## src/rtl/core/assert_macros.svh

```systemverilog
// ----------------------------------------------------------------------------
// Assertion macros
// Shared concurrent assertion forms for the particle ring design.
// ----------------------------------------------------------------------------
`ifndef ASSERT_MACROS_SVH
`define ASSERT_MACROS_SVH

// The expression holds at every rising clock edge outside reset.
`define ASSERT_ALWAYS(label, clk, rst, expr) \
   label: assert property (@(posedge clk) disable iff (rst) (expr)) \
      else $error("assertion failed");

// When the antecedent holds, the consequent holds in the same cycle.
`define ASSERT_IMPL(label, clk, rst, ante, cons) \
   label: assert property (@(posedge clk) disable iff (rst) (ante) |-> (cons)) \
      else $error("assertion failed");

`endif

```

## src/rtl/core/prur_pkg.sv

```systemverilog
// ----------------------------------------------------------------------------
// prur_pkg
// Types and constants shared by the particle ring update and render block.
// ----------------------------------------------------------------------------
package prur_pkg;

   localparam int SLOTS_DEF   = 64;
   localparam int COORD_W     = 32;
   localparam int PAINT_W     = 32;
   localparam int LIFE_W      = 16;
   localparam int DIM_W       = 13;
   localparam int SCR_W       = 12;
   localparam int FRAC_W      = 16;
   localparam int CSR_INDEX_W = 2;

   localparam logic [CSR_INDEX_W-1:0] CSR_SCREEN_WIDTH  = 2'd0;
   localparam logic [CSR_INDEX_W-1:0] CSR_SCREEN_HEIGHT = 2'd1;

   localparam logic CMD_SPAWN = 1'b0;
   localparam logic CMD_TICK  = 1'b1;

   localparam logic [DIM_W-1:0] DIM_MIN          = 13'd2;
   localparam logic [DIM_W-1:0] DIM_MAX          = 13'd4096;
   localparam logic [DIM_W-1:0] WIDTH_RESET      = 13'd320;
   localparam logic [DIM_W-1:0] HEIGHT_RESET     = 13'd200;

   typedef struct packed {
      logic                      cmd;
      logic signed [COORD_W-1:0] pos_x;
      logic signed [COORD_W-1:0] pos_y;
      logic signed [COORD_W-1:0] pos_z;
      logic signed [COORD_W-1:0] vel_x;
      logic signed [COORD_W-1:0] vel_y;
      logic signed [COORD_W-1:0] vel_z;
      logic [PAINT_W-1:0]        paint;
      logic [LIFE_W-1:0]         lifespan;
   } req_type;

   typedef struct packed {
      logic               draw;
      logic [SCR_W-1:0]   block_x;
      logic [SCR_W-1:0]   block_y;
      logic [PAINT_W-1:0] block_paint;
      logic               last;
   } rsp_type;

   typedef struct packed {
      logic             on_screen;
      logic [SCR_W-1:0] coord;
   } proj_out_type;

endpackage

```

## src/rtl/core/prur_proj.sv

```systemverilog
// ----------------------------------------------------------------------------
// prur_proj
// Two-stage screen projection of one Q16.16 coordinate: coord*40 + dim/2,
// truncated toward zero, and a check against the visible block range.
// ----------------------------------------------------------------------------
module prur_proj (
   input  logic                                  clock,
   input  logic                                  enable,
   input  logic signed [prur_pkg::COORD_W-1:0]   coord,
   input  logic [prur_pkg::DIM_W-1:0]            dim,
   output prur_pkg::proj_out_type                result
);
   import prur_pkg::*;

   localparam int T_W = COORD_W + 7;
   localparam int Q_W = T_W - FRAC_W;

   logic [T_W-1:0]     c_ext;
   logic [T_W-1:0]     t_in;
   logic [T_W-1:0]     t_ff;
   logic [DIM_W-2:0]   half;
   logic [Q_W-1:0]     q;
   logic [Q_W-1:0]     lim;
   logic               round_up;

   // Scaling by 40 is two shifted copies; the centering offset is in whole pixels.
   always_comb begin
      c_ext = T_W'(coord);
      half  = dim[DIM_W-1:1];
      t_in  = (c_ext << 5) + (c_ext << 3) + T_W'({half, {FRAC_W{1'b0}}});
   end

   always_ff @(posedge clock) begin
      if (enable) begin
         t_ff <= t_in;
      end
   end

   // The arithmetic shift floors; a negative value with a fraction moves up by one.
   always_comb begin
      round_up         = t_ff[T_W-1] && (|t_ff[FRAC_W-1:0]);
      q                = t_ff[T_W-1:FRAC_W] + Q_W'(round_up);
      lim              = Q_W'(dim) - Q_W'(1);
      result.on_screen = !q[Q_W-1] && (q < lim);
      result.coord     = q[SCR_W-1:0];
   end

endmodule

```

## config.mk

```make
export PLATFORM = sky130hd
export DESIGN_NAME = prur_proj
export DESIGN_NICKNAME = d
export VERILOG_FILES = /design/src/rtl/core/assert_macros.svh /design/src/rtl/core/prur_pkg.sv /design/src/rtl/core/prur_proj.sv
export SDC_FILE = /design/constraint.sdc
export NUM_CORES = 1
export LEC_CHECK = 0
export ABC_AREA = 1
export ABC_CLOCK_PERIOD_IN_PS = 3600
export BUFFER_PORTS_ARGS = -buffer_cell sky130_fd_sc_hd__clkbuf_2
export CAP_MARGIN = 20
export CORE_MARGIN = 3
export CORE_UTILIZATION = 45
export CTS_BUF_LIST = sky130_fd_sc_hd__clkbuf_4 sky130_fd_sc_hd__clkbuf_8
export CTS_CLUSTER_SIZE = 20
export DETAILED_ROUTE_END_ITERATION = 10
export HOLD_SLACK_MARGIN = 0.15
export PLACE_DENSITY = 0.73
export SLEW_MARGIN = 15
export SYNTH_ARGS = -nofsm -noshare
export SYNTH_HDL_FRONTEND = slang
export SYNTH_SLANG_ARGS = --single-unit
```

## constraint.sdc

```tcl
create_clock -name clock -period 3.6 [get_ports clock]
set_input_delay 0.54 -clock clock [delete_from_list [all_inputs] [get_ports clock]]
set_output_delay 0.54 -clock clock [all_outputs]
set_load 0.02 [all_outputs]
```

==> results.ini <==
[cells_and_area]
top_register=t_ff
syn_to_final_growth_pct=14.5
reg_top3=t_ff x36
fin_nets=1002
largest_register_ffs=36
drive_gt1_share_pct=12.6
n_antenna_cell=0
nFillCells=1083

[grt]
grt_pass1_vias=4539
antenna_found_initial=0
gr-total-overflow=0
grt_pass1_wl_mm=20.7
grt_max_degree=37
grt_use_total_pct=19.6

[logic_synthesis]
synthMuxAreaShare_pct=0
synthesis.nets=927
synth.top_cells.by_count=nand2_1, inv_1, ha_1
async_flop_share_pct=0
syn_area_um2=5240
synthAdderAreaFrac_pct=22.7
syn_inst=793
synth-simple-area-share_pct=34.9
synthFlopType=edfxtp_1
synth_seq_cells=36
synth_compound_area_share_pct=3.51
yosys_warnings=0
yosys.area.top_type_share_pct=21.4
synth_largest_area_cell=nand2_1
ys_seq_area_share_pct=20.7
synth_top_family_by_area=simple AND/OR/NAND/NOR gates
ys_types=27
synth-xor-area-share_pct=7.53
avgSynthCellArea_um2=6.60
synthTopCellsByArea=nand2_1, edfxtp_1, ha_1
synth_edf_count=36
yosysMostFrequentCell=nand2_1

[clock_network]
cts.path.max_buffers=2
cts_tree=yes
cts_buffers=5
holdBufCountCts=0
clk_transition_reported_paths_ps=70
clock_sinks=36
cts-root-buf=clkbuf_8
cts-htree-levels=2

[setup_path]
critPathRequiredTime_ps=3060
slowest_delay_ps=420
crit_arrival_ps=3160
endpoint=result[12]
end_kind=output port
crit_type=reg2out
cp_cell_sequence=nor4_4 > a41oi_2 > ha_2 > ha_4 > nand3_4 > nor2_4 > nand2_4 > nor2_8 > nand2_4 > nor2_2 > xor2_1 > ha_1 > nand2_1 > inv_1 > o21ai_1 > nand2_1 > a21oi_2 > nand3_2 > nor2_2 > clkbuf_8
critPathMaxFanout=5
slowest_stage=edfxtp_1
worstSetupStartpoint=t_ff[11]
start_kind=register

[drt]
drt_iter0_markers=346
wl_per_cell_um=12.3
drt-pass1-iter-count=6
dr_total_vias=4848
drt-total-wl_mm=12.4
ant_nets=0
routed_via_density=4.81
drc=0

[timing]
finalCriticalPeriod_ps=3700
slew_viol_final=0
period_share_pct=103
fmax_ghz=0.270
setup_tns_ps=-100
timing.final.ws_setup_ps=-100
setup_viol=1
finalHoldViolations=0
rsz0062_at_grt=yes
worstMarginPinSlew_ps=855
hold_slack_ps=459
relSlewSlack_pct=43.0

[floorplan]
io_pins=60
core_area_um2=11100
die_h_um=114
fp.dieW_um=114
num_rows=38
dieArea_um2=13000
initial_core_util_pct=47.1

[place]
port_buffers=59
routabilityCongestion=0.934
hpwl_mm=10.9

[pwr]
power_density_nw_per_um2=354
fin_total_pwr_w=0.00212
ir_worst_vdd_mv=0.248
p_leak_nw=3.43

[worst_hold_path]
hold_path_class=in2reg

[status]
violations=setup timing
status=finished with violations

[flow_run]
maxCapViolCount=0

## where the power goes
| part | switching (W) | leakage, nW | internal [W] | total [W] |
|---|---|---|---|---|
| Combinational | 0.000761 | 3.04 | 0.000434 | 0.00120 |
| Clock | 0.000132 | 0.0400 | 0.000131 | 0.000263 |
| Sequential | 0.0000761 | 0.352 | 0.000585 | 0.000661 |
| Total | 0.000969 | 3.43 | 0.00115 | 0.00212 |
## critical path, delay by kind of cell, from the launching register on
kind | cells | cell delay (ps)
xor+xnor | 1 | 140
compound gates | 3 | 380
fa+ha+maj | 3 | 700
simple gates | 11 | 1040
buf+inv | 2 | 180
flops | 1 | 420
## worst min path at each step
stage,start,endpoint,slack [ps],cells past startpoint
floorplan,coord[0],t_ff[3],640,0
global placement,coord[0],t_ff[3],760,1
detailed placement,coord[0],t_ff[3],760,1
CTS,coord[0],t_ff[3],460,1
global route,coord[0],t_ff[3],460,1
finish,coord[0],t_ff[3],460,1
## cell usage in the layout, fill, tap and decap left out, drive strengths merged, types with 3 or more instances in the layout
cell / instances
a21oi: 28
nand3: 38
xor2: 32
nand2: 304
o21ai: 4
clkbuf: 64
xnor2: 13
inv: 150
ha: 74
nand4: 8
fa: 13
buf: 9
nor3: 13
edfxtp: 36
or2: 3
nor2: 70
## through the flow
| stage | utilization [%] | setup slack, ps | std cells | instance area [um2] |
|---|---|---|---|---|
| after CTS | 52.6 | -91.1 | 1002 | 5850 |
| after global placement | 51.3 | 172 | 993 | 5710 |
| after floorplan | - | 262 | 793 | 5240 |
| after detailed placement | 51.3 | 87.1 | 993 | 5710 |
| final | 53.9 | -100 | 1008 | 5990 |
| after global routing | 53.9 | -275 | 1008 | 5990 |
## area by class of cell
class	instances	area, um2	share of cell area [%]
Multi-Input combinational cell	607	3720	62.1
Sequential cell	36	1080	18.0
Inverter	150	563	9.40
Timing Repair Buffer	68	372	6.20
Tap cell	140	175	2.92
Clock buffer	5	68.8	1.15
Clock inverter	2	12.5	0.209
## metal layers
layer,global-route usage (%),vias to the layer above,wire length [um],part of all wire [%]
li1,-,2613,-,-
met1,28.6,2133,6420,52
met2,31.9,90,5460,44
met3,0.902,12,397,3.2
met4,5.15,0,168,1.4
met5,0,-,0,0
## timing repair
action                                 4_1_cts  5_1_grt
pin swaps                                    5       22
setup endpoints to repair                    1        1
resized for setup                            8       19
cloned                                       0        0
setup buffers                                2        6
endpoints found under the hold margin        0        0
## cell families (layout without fill, tap and decap cells)
family | count (synthesis) | in the layout
flip-flops | 36 | 36
buffers and inverters | 150 | 225
AND/OR/NAND/NOR | 440 | 440
adder cells (fa/ha/maj) | 87 | 87
AO/OA/AOI/OAI | 35 | 35
XOR/XNOR | 45 | 45
Note: power is estimated with default switching activity, not from simulation.
